--- config.mk ---
export PLATFORM = sky130hd
export DESIGN_NAME = delta_chain_shortest_path
export DESIGN_NICKNAME = d
export VERILOG_FILES = /design/src/rtl/dcsp_pkg.sv /design/src/rtl/delta_chain_shortest_path.sv /design/src/rtl/dcsp_cell.sv
export SDC_FILE = /design/constraint.sdc
export NUM_CORES = 2
export LEC_CHECK = 0
export ABC_AREA = 1
export BUFFER_PORTS_ARGS = -buffer_cell sky130_fd_sc_hd__buf_2
export CORE_ASPECT_RATIO = 1.1
export CORE_MARGIN = 2
export CORE_UTILIZATION = 40
export DETAILED_ROUTE_END_ITERATION = 8
export GPL_TIMING_DRIVEN = 0
export SLEW_MARGIN = 20
export SYNTH_ARGS = -nofsm -noshare
export SYNTH_HDL_FRONTEND = slang
export SYNTH_HIERARCHICAL = 1
export SYNTH_SLANG_ARGS = --single-unit
--- constraint.sdc ---
create_clock -name clock -period 7.2 [get_ports clock]
set_clock_uncertainty 0.05 [all_clocks]
set_input_delay 1.08 -clock clock [delete_from_list [all_inputs] [get_ports clock]]
set_output_delay 1.08 -clock clock [all_outputs]
set_load 0.005 [all_outputs]
--- src/rtl/dcsp_pkg.sv ---
// shared types, codes and constants of the delta chain shortest path block
package dcsp_pkg;

   localparam int DEF_MAX_DELTAS      = 16;
   localparam int DEF_VERSION_ID_BITS = 8;
   localparam int DEF_SIZE_BITS       = 32;

   localparam logic [1:0] CMD_CLEAR  = 2'd0;
   localparam logic [1:0] CMD_ADD    = 2'd1;
   localparam logic [1:0] CMD_SEARCH = 2'd2;

   localparam logic [1:0] ST_FOUND       = 2'd0;
   localparam logic [1:0] ST_NO_DELTA    = 2'd1;
   localparam logic [1:0] ST_UNREACHABLE = 2'd2;
   localparam logic [1:0] ST_OVERFLOW    = 2'd3;

   localparam logic [35:0] TOTAL_MAX = 36'hF_FFFF_FFFF;

   typedef struct packed {
      logic [1:0]  cmd;
      logic [7:0]  from_version;
      logic [7:0]  to_version;
      logic [31:0] size_bytes;
      logic        delta_cached;
      logic        base_present;
      logic [7:0]  target_version;
   } req_type;

   typedef struct packed {
      logic [3:0]  delta_index;
      logic [35:0] total_size;
      logic [1:0]  status;
      logic        last_item;
   } rsp_type;

   typedef struct packed {
      logic write;
      logic init;
      logic relax;
      logic is_best;
      logic active;
   } ctl_type;

endpackage

--- src/rtl/delta_chain_shortest_path.sv ---
// top level: delta table of cells, search sequencer and chain output
//
// channel | ports                      | direction | handshake
// req     | req_data, start, busy      | in        | start && !busy
// rsp     | rsp_data, rsp_strobe       | out       | strobe, one cycle, no stall
//
// clear and add never leave idle; a search with the overflow flag set answers next cycle.
// otherwise a search runs an init step, then a scan of the table and one relax step per reached
// delta, a closing scan, a target scan, a parent walk over the chain deltas and then the
// emission of the chain items.
// reset is synchronous and empties the table; busy is high while a search runs.
// the receiver cannot stall: each result item is shown for exactly one cycle.
module delta_chain_shortest_path #(
   parameter int MAX_DELTAS      = dcsp_pkg::DEF_MAX_DELTAS,
   parameter int VERSION_ID_BITS = dcsp_pkg::DEF_VERSION_ID_BITS,
   parameter int SIZE_BITS       = dcsp_pkg::DEF_SIZE_BITS
) (
   input  logic              clock,
   input  logic              reset,
   input  logic              start,
   output logic              busy,
   input  dcsp_pkg::req_type req_data,
   output logic              rsp_strobe,
   output dcsp_pkg::rsp_type rsp_data
);
   import dcsp_pkg::*;

   localparam int VB = VERSION_ID_BITS;
   localparam int SB = SIZE_BITS;
   localparam int IB = (MAX_DELTAS > 1) ? $clog2(MAX_DELTAS) : 1;
   localparam int CB = $clog2(MAX_DELTAS + 1);
   localparam int WB = SB + IB + 1;

   localparam logic [2:0] S_IDLE  = 3'd0;
   localparam logic [2:0] S_INIT  = 3'd1;
   localparam logic [2:0] S_SCAN  = 3'd2;
   localparam logic [2:0] S_RELAX = 3'd3;
   localparam logic [2:0] S_TGT   = 3'd4;
   localparam logic [2:0] S_TRACE = 3'd5;
   localparam logic [2:0] S_EMIT  = 3'd6;

   logic [2:0]    state_ff, state_in;
   logic [CB-1:0] count_ff, count_in;
   logic          ovf_ff, ovf_in;
   logic [CB-1:0] idx_ff, idx_in;
   logic          have_ff, have_in, any_ff, any_in;
   logic [IB-1:0] best_ff, best_in;
   logic [WB-1:0] bw_ff, bw_in;
   logic [VB-1:0] target_ff, target_in;
   logic [35:0]   total_ff, total_in;
   logic [IB-1:0] k_ff, k_in;
   logic [CB-1:0] len_ff, len_in;
   logic [IB-1:0] chain_ff [MAX_DELTAS];
   logic          chain_we;
   logic          strobe_ff, strobe_in;
   rsp_type       rsp_ff, rsp_in;

   logic [VB-1:0] c_to     [MAX_DELTAS];
   logic [WB-1:0] c_w      [MAX_DELTAS];
   logic          c_reach  [MAX_DELTAS];
   logic          c_done   [MAX_DELTAS];
   logic          c_pvalid [MAX_DELTAS];
   logic [IB-1:0] c_parent [MAX_DELTAS];
   ctl_type       ctl      [MAX_DELTAS];

   logic          do_write, do_init, do_relax;
   logic [VB+7:0] from_ext, to_ext, tgt_ext;
   logic [SB+31:0] size_ext;
   logic [SB-1:0] wr_cost;
   logic [IB-1:0] sel;
   logic [WB+35:0] bw_ext;
   logic [IB+3:0] out_ext;

   assign from_ext = {{VB{1'b0}}, req_data.from_version};
   assign to_ext   = {{VB{1'b0}}, req_data.to_version};
   assign tgt_ext  = {{VB{1'b0}}, req_data.target_version};
   assign size_ext = {{SB{1'b0}}, req_data.size_bytes};
   assign wr_cost  = req_data.delta_cached ? '0 : size_ext[SB-1:0];
   assign sel      = idx_ff[IB-1:0];
   assign bw_ext   = {36'b0, bw_ff};
   assign out_ext  = {4'b0, chain_ff[len_ff[IB-1:0]]};

   for (genvar g = 0; g < MAX_DELTAS; g++) begin : g_cell
      always_comb begin
         ctl[g].write   = do_write && (count_ff == CB'(g));
         ctl[g].init    = do_init;
         ctl[g].relax   = do_relax;
         ctl[g].is_best = (best_ff == IB'(g));
         ctl[g].active  = (CB'(g) < count_ff);
      end
      dcsp_cell #(.VB(VB), .SB(SB), .IB(IB), .WB(WB)) u_cell (
         .clock      (clock),
         .reset      (reset),
         .ctl        (ctl[g]),
         .wr_from    (from_ext[VB-1:0]),
         .wr_to      (to_ext[VB-1:0]),
         .wr_cost    (wr_cost),
         .wr_seeded  (req_data.base_present),
         .best_to    (c_to[best_ff]),
         .best_w     (bw_ff),
         .best_idx   (best_ff),
         .to_out     (c_to[g]),
         .weight_out (c_w[g]),
         .reached_out(c_reach[g]),
         .done_out   (c_done[g]),
         .pvalid_out (c_pvalid[g]),
         .parent_out (c_parent[g])
      );
   end

   always_comb begin
      state_in  = state_ff;
      count_in  = count_ff;
      ovf_in    = ovf_ff;
      idx_in    = idx_ff;
      have_in   = have_ff;
      any_in    = any_ff;
      best_in   = best_ff;
      bw_in     = bw_ff;
      target_in = target_ff;
      total_in  = total_ff;
      k_in      = k_ff;
      len_in    = len_ff;
      chain_we  = 1'b0;
      strobe_in = 1'b0;
      rsp_in    = '0;
      do_write  = 1'b0;
      do_init   = 1'b0;
      do_relax  = 1'b0;
      case (state_ff)
         S_IDLE: begin
            if (start) begin
               case (req_data.cmd)
                  CMD_CLEAR: begin
                     count_in = '0;
                     ovf_in   = 1'b0;
                  end
                  CMD_ADD: begin
                     if (count_ff >= CB'(MAX_DELTAS)) begin
                        ovf_in = 1'b1;
                     end else begin
                        do_write = 1'b1;
                        count_in = count_ff + 1'b1;
                     end
                  end
                  CMD_SEARCH: begin
                     target_in = tgt_ext[VB-1:0];
                     if (ovf_ff) begin
                        strobe_in        = 1'b1;
                        rsp_in.status    = ST_OVERFLOW;
                        rsp_in.last_item = 1'b1;
                     end else begin
                        state_in = S_INIT;
                     end
                  end
                  default: ;
               endcase
            end
         end
         S_INIT: begin
            do_init  = 1'b1;
            idx_in   = '0;
            have_in  = 1'b0;
            state_in = S_SCAN;
         end
         S_SCAN: begin
            if (idx_ff == count_ff) begin
               idx_in  = '0;
               have_in = 1'b0;
               any_in  = 1'b0;
               state_in = have_ff ? S_RELAX : S_TGT;
            end else begin
               if (c_reach[sel] && !c_done[sel] && (!have_ff || c_w[sel] < bw_ff)) begin
                  best_in = sel;
                  bw_in   = c_w[sel];
                  have_in = 1'b1;
               end
               idx_in = idx_ff + 1'b1;
            end
         end
         S_RELAX: begin
            do_relax = 1'b1;
            state_in = S_SCAN;
         end
         S_TGT: begin
            if (idx_ff == count_ff) begin
               if (!any_ff || !have_ff) begin
                  strobe_in        = 1'b1;
                  rsp_in.status    = !any_ff ? ST_NO_DELTA : ST_UNREACHABLE;
                  rsp_in.last_item = 1'b1;
                  state_in         = S_IDLE;
               end else begin
                  total_in = (bw_ext > {{WB{1'b0}}, TOTAL_MAX}) ? TOTAL_MAX : bw_ext[35:0];
                  k_in     = best_ff;
                  len_in   = '0;
                  state_in = S_TRACE;
               end
            end else begin
               if (c_to[sel] == target_ff) begin
                  any_in = 1'b1;
                  if (c_reach[sel] && (!have_ff || c_w[sel] < bw_ff)) begin
                     best_in = sel;
                     bw_in   = c_w[sel];
                     have_in = 1'b1;
                  end
               end
               idx_in = idx_ff + 1'b1;
            end
         end
         S_TRACE: begin
            chain_we = 1'b1;
            if (!c_pvalid[k_ff] || (len_ff + 1'b1) == CB'(MAX_DELTAS)) begin
               state_in = S_EMIT;
            end else begin
               k_in   = c_parent[k_ff];
               len_in = len_ff + 1'b1;
            end
         end
         S_EMIT: begin
            strobe_in          = 1'b1;
            rsp_in.delta_index = out_ext[3:0];
            rsp_in.total_size  = total_ff;
            rsp_in.status      = ST_FOUND;
            rsp_in.last_item   = (len_ff == '0);
            if (len_ff == '0) state_in = S_IDLE;
            else len_in = len_ff - 1'b1;
         end
         default: state_in = S_IDLE;
      endcase
   end

   always_ff @(posedge clock) begin
      if (reset) begin
         state_ff  <= S_IDLE;
         count_ff  <= '0;
         ovf_ff    <= 1'b0;
         strobe_ff <= 1'b0;
      end else begin
         state_ff  <= state_in;
         count_ff  <= count_in;
         ovf_ff    <= ovf_in;
         strobe_ff <= strobe_in;
      end
   end

   always_ff @(posedge clock) begin
      idx_ff    <= idx_in;
      have_ff   <= have_in;
      any_ff    <= any_in;
      best_ff   <= best_in;
      bw_ff     <= bw_in;
      target_ff <= target_in;
      total_ff  <= total_in;
      k_ff      <= k_in;
      len_ff    <= len_in;
      rsp_ff    <= rsp_in;
      if (chain_we) chain_ff[len_ff[IB-1:0]] <= k_ff;
   end

   assign busy       = (state_ff != S_IDLE);
   assign rsp_strobe = strobe_ff;
   assign rsp_data   = rsp_ff;

   a_status_last: assert property (@(posedge clock) disable iff (reset)
      rsp_strobe && rsp_data.status != ST_FOUND |-> rsp_data.last_item)
      else $error("status item without last_item");
   a_count_max: assert property (@(posedge clock) disable iff (reset)
      count_ff <= CB'(MAX_DELTAS))
      else $error("table count beyond depth");
   a_add_quiet: assert property (@(posedge clock) disable iff (reset)
      start && !busy && req_data.cmd == CMD_ADD |=> !rsp_strobe)
      else $error("add produced a result");
   a_chain_run: assert property (@(posedge clock) disable iff (reset)
      rsp_strobe && rsp_data.status == ST_FOUND && !rsp_data.last_item |=> rsp_strobe)
      else $error("chain items not back to back");

endmodule

--- src/rtl/dcsp_cell.sv ---
// one table cell: holds one delta and relaxes its own weight against the broadcast vertex
module dcsp_cell #(
   parameter int VB = dcsp_pkg::DEF_VERSION_ID_BITS,
   parameter int SB = dcsp_pkg::DEF_SIZE_BITS,
   parameter int IB = 4,
   parameter int WB = 37
) (
   input  logic                clock,
   input  logic                reset,
   input  dcsp_pkg::ctl_type   ctl,
   input  logic [VB-1:0]       wr_from,
   input  logic [VB-1:0]       wr_to,
   input  logic [SB-1:0]       wr_cost,
   input  logic                wr_seeded,
   input  logic [VB-1:0]       best_to,
   input  logic [WB-1:0]       best_w,
   input  logic [IB-1:0]       best_idx,
   output logic [VB-1:0]       to_out,
   output logic [WB-1:0]       weight_out,
   output logic                reached_out,
   output logic                done_out,
   output logic                pvalid_out,
   output logic [IB-1:0]       parent_out
);
   import dcsp_pkg::*;

   logic [VB-1:0] from_ff, to_ff;
   logic [SB-1:0] cost_ff;
   logic          seeded_ff;
   logic [WB-1:0] weight_ff;
   logic          reached_ff, done_ff, pvalid_ff;
   logic [IB-1:0] parent_ff;
   logic [WB-1:0] cand_in;

   assign cand_in = best_w + WB'(cost_ff);

   always_ff @(posedge clock) begin
      if (reset) begin
         reached_ff <= 1'b0;
         done_ff    <= 1'b0;
         pvalid_ff  <= 1'b0;
      end else if (ctl.init) begin
         reached_ff <= seeded_ff && ctl.active;
         done_ff    <= 1'b0;
         pvalid_ff  <= 1'b0;
      end else if (ctl.relax) begin
         if (ctl.is_best) done_ff <= 1'b1;
         if (ctl.active && from_ff == best_to && (!reached_ff || weight_ff > cand_in)) begin
            reached_ff <= 1'b1;
            pvalid_ff  <= 1'b1;
         end
      end
   end

   always_ff @(posedge clock) begin
      if (ctl.write) begin
         from_ff   <= wr_from;
         to_ff     <= wr_to;
         cost_ff   <= wr_cost;
         seeded_ff <= wr_seeded;
      end
      if (ctl.init) begin
         weight_ff <= seeded_ff ? WB'(cost_ff) : '0;
      end else if (ctl.relax) begin
         if (ctl.active && from_ff == best_to && (!reached_ff || weight_ff > cand_in)) begin
            weight_ff <= cand_in;
            parent_ff <= best_idx;
         end
      end
   end

   assign to_out      = to_ff;
   assign weight_out  = weight_ff;
   assign reached_out = reached_ff;
   assign done_out    = done_ff;
   assign pvalid_out  = pvalid_ff;
   assign parent_out  = parent_ff;

endmodule
# After elaboration in Yosys (flattened, before gate mapping)
# Memories as Yosys holds them, arrays and structs flattened. A register that Yosys moved wholly into a read port is not among the register bits.
# Index checks and enable logic that the tools add are counted.
# word_totals
ff_bits	1638
ramBits	64
output_inout_bits	45
word_cells	715
mem_count	1
# op_classes
n_addsub	20
n_lt_le_gt_ge	38
n_eq_ne	75
n_mux	204
n_bitwise	5
n_reduce_logical	212
# mem_list
name	words	width	read_ports	rd_ports_with_merged_regs	write_ports	line	source
chain_ff	16	4	1	1	1	delta_chain_shortest_path.sv:53	logic [IB-1:0] chain_ff [MAX_DELTAS];
# ops
op	n
37-bit two-way mux	55
37-bit by 32-bit adder with 37-bit output	16
37-bit greater-than comparator	16
32-bit two-way mux	17
37-bit binary-select mux with 4-bit select	1
8-bit equality test	17
2-bit AND reduction	49
1-bit two-way mux	77
37-bit case mux with 2 select lines	1
1-bit logical AND	67
8-bit binary-select mux with 4-bit select	2
3-bit AND reduction	18
3-bit two-way mux	14
5-bit by 4-bit equality test with 1-bit output, second input constant	8
4-bit by 5-bit < comparator with 1-bit output, first input constant	8
4-bit two-way mux	10
2-bit nonzero test	20
37-bit by 36-bit greater-than comparator with 1-bit output, second input constant	1
37-bit < comparator	1
5-bit two-way mux	7
4-bit equality test, second input constant	8
8-bit two-way mux	4
2-bit != test, second input constant	16
5-bit case mux with 3 select lines	2
44 further kinds	119

# Logic depth before layout (Yosys ltp)
# depth
ltp_word	11
depth_mapped	29
depth_no_buf	29

# Modules after synthesis
# Netlist, hierarchy kept.
# modules_own_cells
module	n_inst	cells_each	area_each_um2	seq_area_each_um2
dcsp_cell (g_cell[0].u_cell ...)	12	768	6523.8	2762.6
delta_chain_shortest_path	1	2719	17947.2	6015.8
dcsp_cell (g_cell[8].u_cell ...)	2	755	6518.8	2762.6
dcsp_cell (g_cell[13].u_cell)	1	772	6576.3	2762.6
dcsp_cell (g_cell[7].u_cell)	1	747	6434.9	2762.6

# Least setup slack after synthesis
# No wires, ideal clock.
# synth_timing
path_kind	input to register
start	in req_data[59] in the netlist's numbering
end	reg g_cell[9].u_cell.cost_ff[0], enable pin
setup_time_ns	0.516
t_arrival_ns	4.958
required_ns	6.634
slack_ns	1.676
path_stages	7
n_path_buf	0
cell_sequence	inv_1 -> nand2_1 -> nor2_1 -> nand2_1 -> inv_1 -> nand2_1 -> nor3_1
# synth_rtl
element	line	source
start, declared	delta_chain_shortest_path.sv:22	input dcsp_pkg::req_type req_data,
end signal, assigned	dcsp_cell.sv:59	cost_ff <= wr_cost;
end, declared	dcsp_cell.sv:28	logic [SB-1:0] cost_ff;

# Final worst setup path
# layout_timing
start	reg idx_ff[1]
end	reg bw_ff[19], enable pin
# layout_between
elab_chain_cells	9
elab_cells_between_ends	27
cone_classes	1 x order compare; 7 x eq/ne; 12 x mux; 1 x bitwise; 6 x reduce/logical
# layout_lines
element	line	source
start, declared	delta_chain_shortest_path.sv:45	logic [CB-1:0] idx_ff, idx_in;
start signal, assigned	delta_chain_shortest_path.sv:247	idx_ff <= idx_in;
4-bit NOT with 5-bit output (not written as such)	delta_chain_shortest_path.sv:173, delta_chain_shortest_path.sv:199, delta_chain_shortest_path.sv:201	
37-bit binary-select mux with 4-bit select / 1-bit binary-select mux with 4-bit select (equally long branches)	delta_chain_shortest_path.sv:173, delta_chain_shortest_path.sv:201	
37-bit two-way mux (not written as such) / 1-bit two-way mux (equally long branches) (2 in a row)	delta_chain_shortest_path.sv:173, delta_chain_shortest_path.sv:201	
37-bit < comparator / 1-bit zero test (equally long branches)	delta_chain_shortest_path.sv:173, delta_chain_shortest_path.sv:201	
1-bit logical OR / 1-bit logical AND (equally long branches)	delta_chain_shortest_path.sv:173, delta_chain_shortest_path.sv:201	
1-bit logical AND, on equally long branches	delta_chain_shortest_path.sv:173, delta_chain_shortest_path.sv:201	
2-bit != test (no source line)	-	
6-bit AND reduction (no source line) *	-	
end signal, assigned	delta_chain_shortest_path.sv:251	bw_ff <= bw_in;
end, declared	delta_chain_shortest_path.sv:48	logic [WB-1:0] bw_ff, bw_in;
# Every way passes the cells marked *; elsewhere a longest branch is shown, timed or not. The select of a mux whose other input is x is not followed.
# A chain may end at the register's enable or synchronous reset.

==> metrics.md <==
| Metric | Value |
|---|---|
| Hold Path Depth | `1` |
| CTS resizes | `0` |
| TritonCTS clock tree | `built` |
| GRT Residual Overflow | `0` |
| Pin count of the biggest net entering global routing | `37` |
| Worst-case reg-to-reg path depth | `24` |
| Setup repair bufs after CTS | `0` |
| Sequential area share after synthesis | `0.4107` |
| Status | `finished with violations` |
| Worst path most repeated cell | `nand2_1` |
| Area occupied by multi-input gates | `0.06451 mm2` |
| Setup TNS | `-0.6860 ns` |
| Io pins | `108` |
| Critical path fanouts, max | `26` |
| Failing checks | `negative setup slack` |
| Rows | `212` |
| Routability cong. | `1.164` |
| Fin. Hold Viols | `0` |
| Critical Path RT | `7.79 ns` |
| Layout cells sized above 1 | `0.1001` |
| Core box area | `0.3037 mm2` |
| Slew of the pin with the lowest slew margin | `1.329 ns` |
| Die width | `531.2 um` |
| Mapped Cells | `14964` |
| Wirelength per Cell | `29.62 um` |
| Count of cell types in the netlist | `69` |
| Yosys warns | `6` |
| # clock sinks | `1706` |
| Final ANT Viol Nets | `0` |
| Syn Nets | `16193` |
| Max cap viols | `0` |
| Clk slew on worst S/H paths | `0.07 ns` |
| Slowest-stage cell, CP | `o221ai_2` |
| CTS Buf Count | `198` |
| Iteration-0 DRC Markers | `16334` |
| First-pass GRT wire length | `805900 um` |
| # DRC | `0` |
| Slew Limit Fails | `0` |
| Hold Path Class | `in -> reg` |
| H-tree depth | `4` |
| Maximum clock insertion buffer count | `4` |
| Antenna violations before repair | `122` |
| Root Buffer | `clkbuf_16` |
| Fin area | `0.1416 mm2` |
| Worst setup margin | `-0.03169 ns` |
| Area delta synth->final | `15.79%` |
| Final Setup Violations | `26` |
| Layout Nets | `16812` |
| Total iterations of the first detailed-routing run | `9` |
| Hold_buf cts | `0` |
| Period utilisation layout | `1.004` |
| Port Buffers | `107` |
| Setup Crit Path Kind | `reg -> reg` |
| Synth Register Bits | `1706` |
| P per Cell Area | `541.1 mW/mm2` |
| Starting Density | `0.4026` |
| Die Footprint | `0.3101 mm2` |
| Minimum clock period | `7.232 ns` |
| Capturing element type of the critical path | `flip-flop` |
| Delay of the slowest cell on the worst path | `0.80 ns` |
| Final WL | `590200 um` |
| Tot GR Track Use | `0.3713` |
| Rel. slew slack | `0.1140` |
| Die Y | `583.9 um` |
| Mean Syn Cell Area | `8.172 um2` |
| RSZ-0062 raised after global routing | `false` |
| CP Cell Sequence | `buf_4, inv_2, buf_4, buf_2, clkbuf_1, o21ai_0, o221ai_2, nand4_1, nand2_1, ha_1, a21oi_1, nor2_1, o21bai_1, nand2_1, nand2_1, nand2_1, a21oi_1, nand2_1, nand2_1, nand2_1, nand2_1, nand2_1, nor2_4, buf_12` |
| Fillers | `29993` |
| Worst setup SP type | `flip-flop` |
| Data arrival time of the critical path | `7.82 ns` |
| Clock latency at the later pin of the worst-skew pair | `0.98 ns` |
| Via/cell ratio | `5.863` |
| Flip-flop and latch area | `0.05022 mm2` |
| Leak Pwr | `59.02 nW` |
| DP Area | `0.1344 mm2` |
| Vias | `116820` |
| Mapped Area | `0.1223 mm2` |
| Vias in the first global route | `108080` |
| Detailed placement HPWL | `487500 um` |
| VDD IR-drop max | `0.2505 mV` |
| Peak Freq | `0.1383 GHz` |
[power by group]
part	switching [W]	internal, W	leakage, nW
Combinational	0.0337	0.0154	40.3
Sequential	0.00252	0.0140	15.4
Clock	0.00470	0.00624	3.32
[final cells by class]
class,instances,area share
flip-flops and latches,1706,0.3547
well taps,4066,0.03593
multi-input cells,11161,0.4556
clock buffers,251,0.03836
clock inverters,116,0.009756
plain buffers,308,0.009800
diodes,109,0.001926
repair buffers,419,0.04643
inverters,1789,0.04748
[registers in the layout, indices dropped and copies added, names as in the netlist, 3 cells and up]
name                       flops
total_ff                      36
len_ff                         5
g_cell.u_cell/parent_out      64
g_cell.u_cell/to_out         128
g_cell.u_cell/done_out        16
g_cell.u_cell/weight_out     592
idx_ff                         5
state_ff                       3
chain_ff                      64
g_cell.u_cell/from_ff        128
count_ff                       5
k_ff                           4
target_ff                      8
bw_ff                         37
g_cell.u_cell/pvalid_out      16
best_ff                        4
rsp_data                      43
g_cell.u_cell/cost_ff        512
g_cell.u_cell/reached_out     16
g_cell.u_cell/seeded_ff       16
[cell usage in the layout (no fill, tap or decap), types with 51 or more instances in the layout]
cell type and n:
nand2_1 3606, inv_1 1693, edfxtp_1 1605, nor2_1 1497, ha_1 1150, o21ai_0 1083
a21oi_1 896, nand3_1 656, clkbuf_1 241, xnor2_1 229, o21ai_1 220, xor2_1 215
clkbuf_16 204, nand2_2 196, buf_2 169, nor2_2 135, nand4_1 122, o22ai_1 120
buf_8 110, diode_2 109, a31oi_1 104, dfxtp_1 101, buf_16 98, nor3_1 90
inv_2 88, o21a_1 72, buf_12 67, o21bai_1 65, a21o_1 62, nor2_4 53
a221oi_1 51
[worst max-delay path: cells and delay by family (launching register included)]
family,cells,cell delay [ns]
AOI/OAI and AO/OA,5,1.84
adders and majority gates,1,0.29
buffers and inverters,6,1.82
DFF,1,0.41
and+or+nand+nor,12,2.38
[metrics by stage]
stage,power [W],utilization,worst slack [ns],hold WS (ns),std cells
6_report,0.07661,0.4662,-0.03169,0.2229,19925
5_1_grt,0.08019,0.4654,0.1174,0.2151,19834
4_1_cts,0.07425,0.4648,0.1775,0.2022,19814
3_5_place_dp,0.06320,0.4424,0.2607,0.4006,19447
3_3_place_gp,0.06050,0.4211,-2.856,0.3960,19137
2_1_floorplan,0.04385,-,1.676,0.3840,14964
[metal layers]
metal,share of wire,GRT usage,vias up,wire [um]
met5,0.00092,0,-,542
met4,0.11,0.3564,50,67880
met3,0.12,0.1082,2127,69960
met2,0.41,0.5404,7354,243900
met1,0.35,0.4333,55087,208000
li1,-,-,52202,-
[logic make-up after synthesis]
| group | synth area share |
|---|---|
| AOI/OAI and AO/OA | 0.1405 |
| xor gates and xnor gates | 0.03712 |
| adders and majority gates | 0.1203 |
| buffers and inverters | 0.06626 |
| DFF | 0.4107 |
| and+or+nand+nor | 0.2252 |
[cells in the mapped netlist, drive strengths merged]
master   instances  area, um2
a211oi          16      120.1
a21boi          38      307.8
a21o            75      579.3
a21oi          954       5082
a221oi          51      446.7
a22o            16      140.1
a22oi           17      127.6
a2bb2oi          1      8.760
a31oi          104      650.6
a41oi            4      35.03
and2             3      18.77
and3            13      86.33
buf             92      559.3
clkbuf         216      820.8
clkinv           6      22.52
dfxtp          101       2022
edfxtp        1605      48200
fa              16      320.3
ha            1150      14390
inv           1783       6700
nand2         3803      14730
nand2b           3      18.77
nand3          681       3533
nand3b           1      7.510
nand4          122      763.2
nor2          1686       6698
nor2b            1      6.260
nor3           138      997.2
nor3b           28      210.2
nor4            29      376.6
o2111ai          6      52.55
o211ai          48      360.4
o21a            72      540.5
o21ai         1356       7083
o21bai          65      488.0
o221ai          45      394.1
o22ai          120      750.7
o31ai            1      7.510
or2             14      87.58
xnor2          231       2038
xor2           253       2501
[worst paths after layout]
check	start	to	slack, ns
setup reg to reg	idx_ff[1]$_DFFE_PP_	bw_ff[19]$_DFFE_PP_	-0.03
hold / removal	req_data[7]	target_ff[7]$_DFFE_PP_	0.22
setup / recovery	idx_ff[1]$_DFFE_PP_	bw_ff[19]$_DFFE_PP_	-0.03
hold reg to reg	g_cell[1].u_cell/pvalid_out$_SDFFE_PP0P_	g_cell[1].u_cell/pvalid_out$_SDFFE_PP0P_	0.41
No activity file was read; power rests on OpenSTA's default activity.
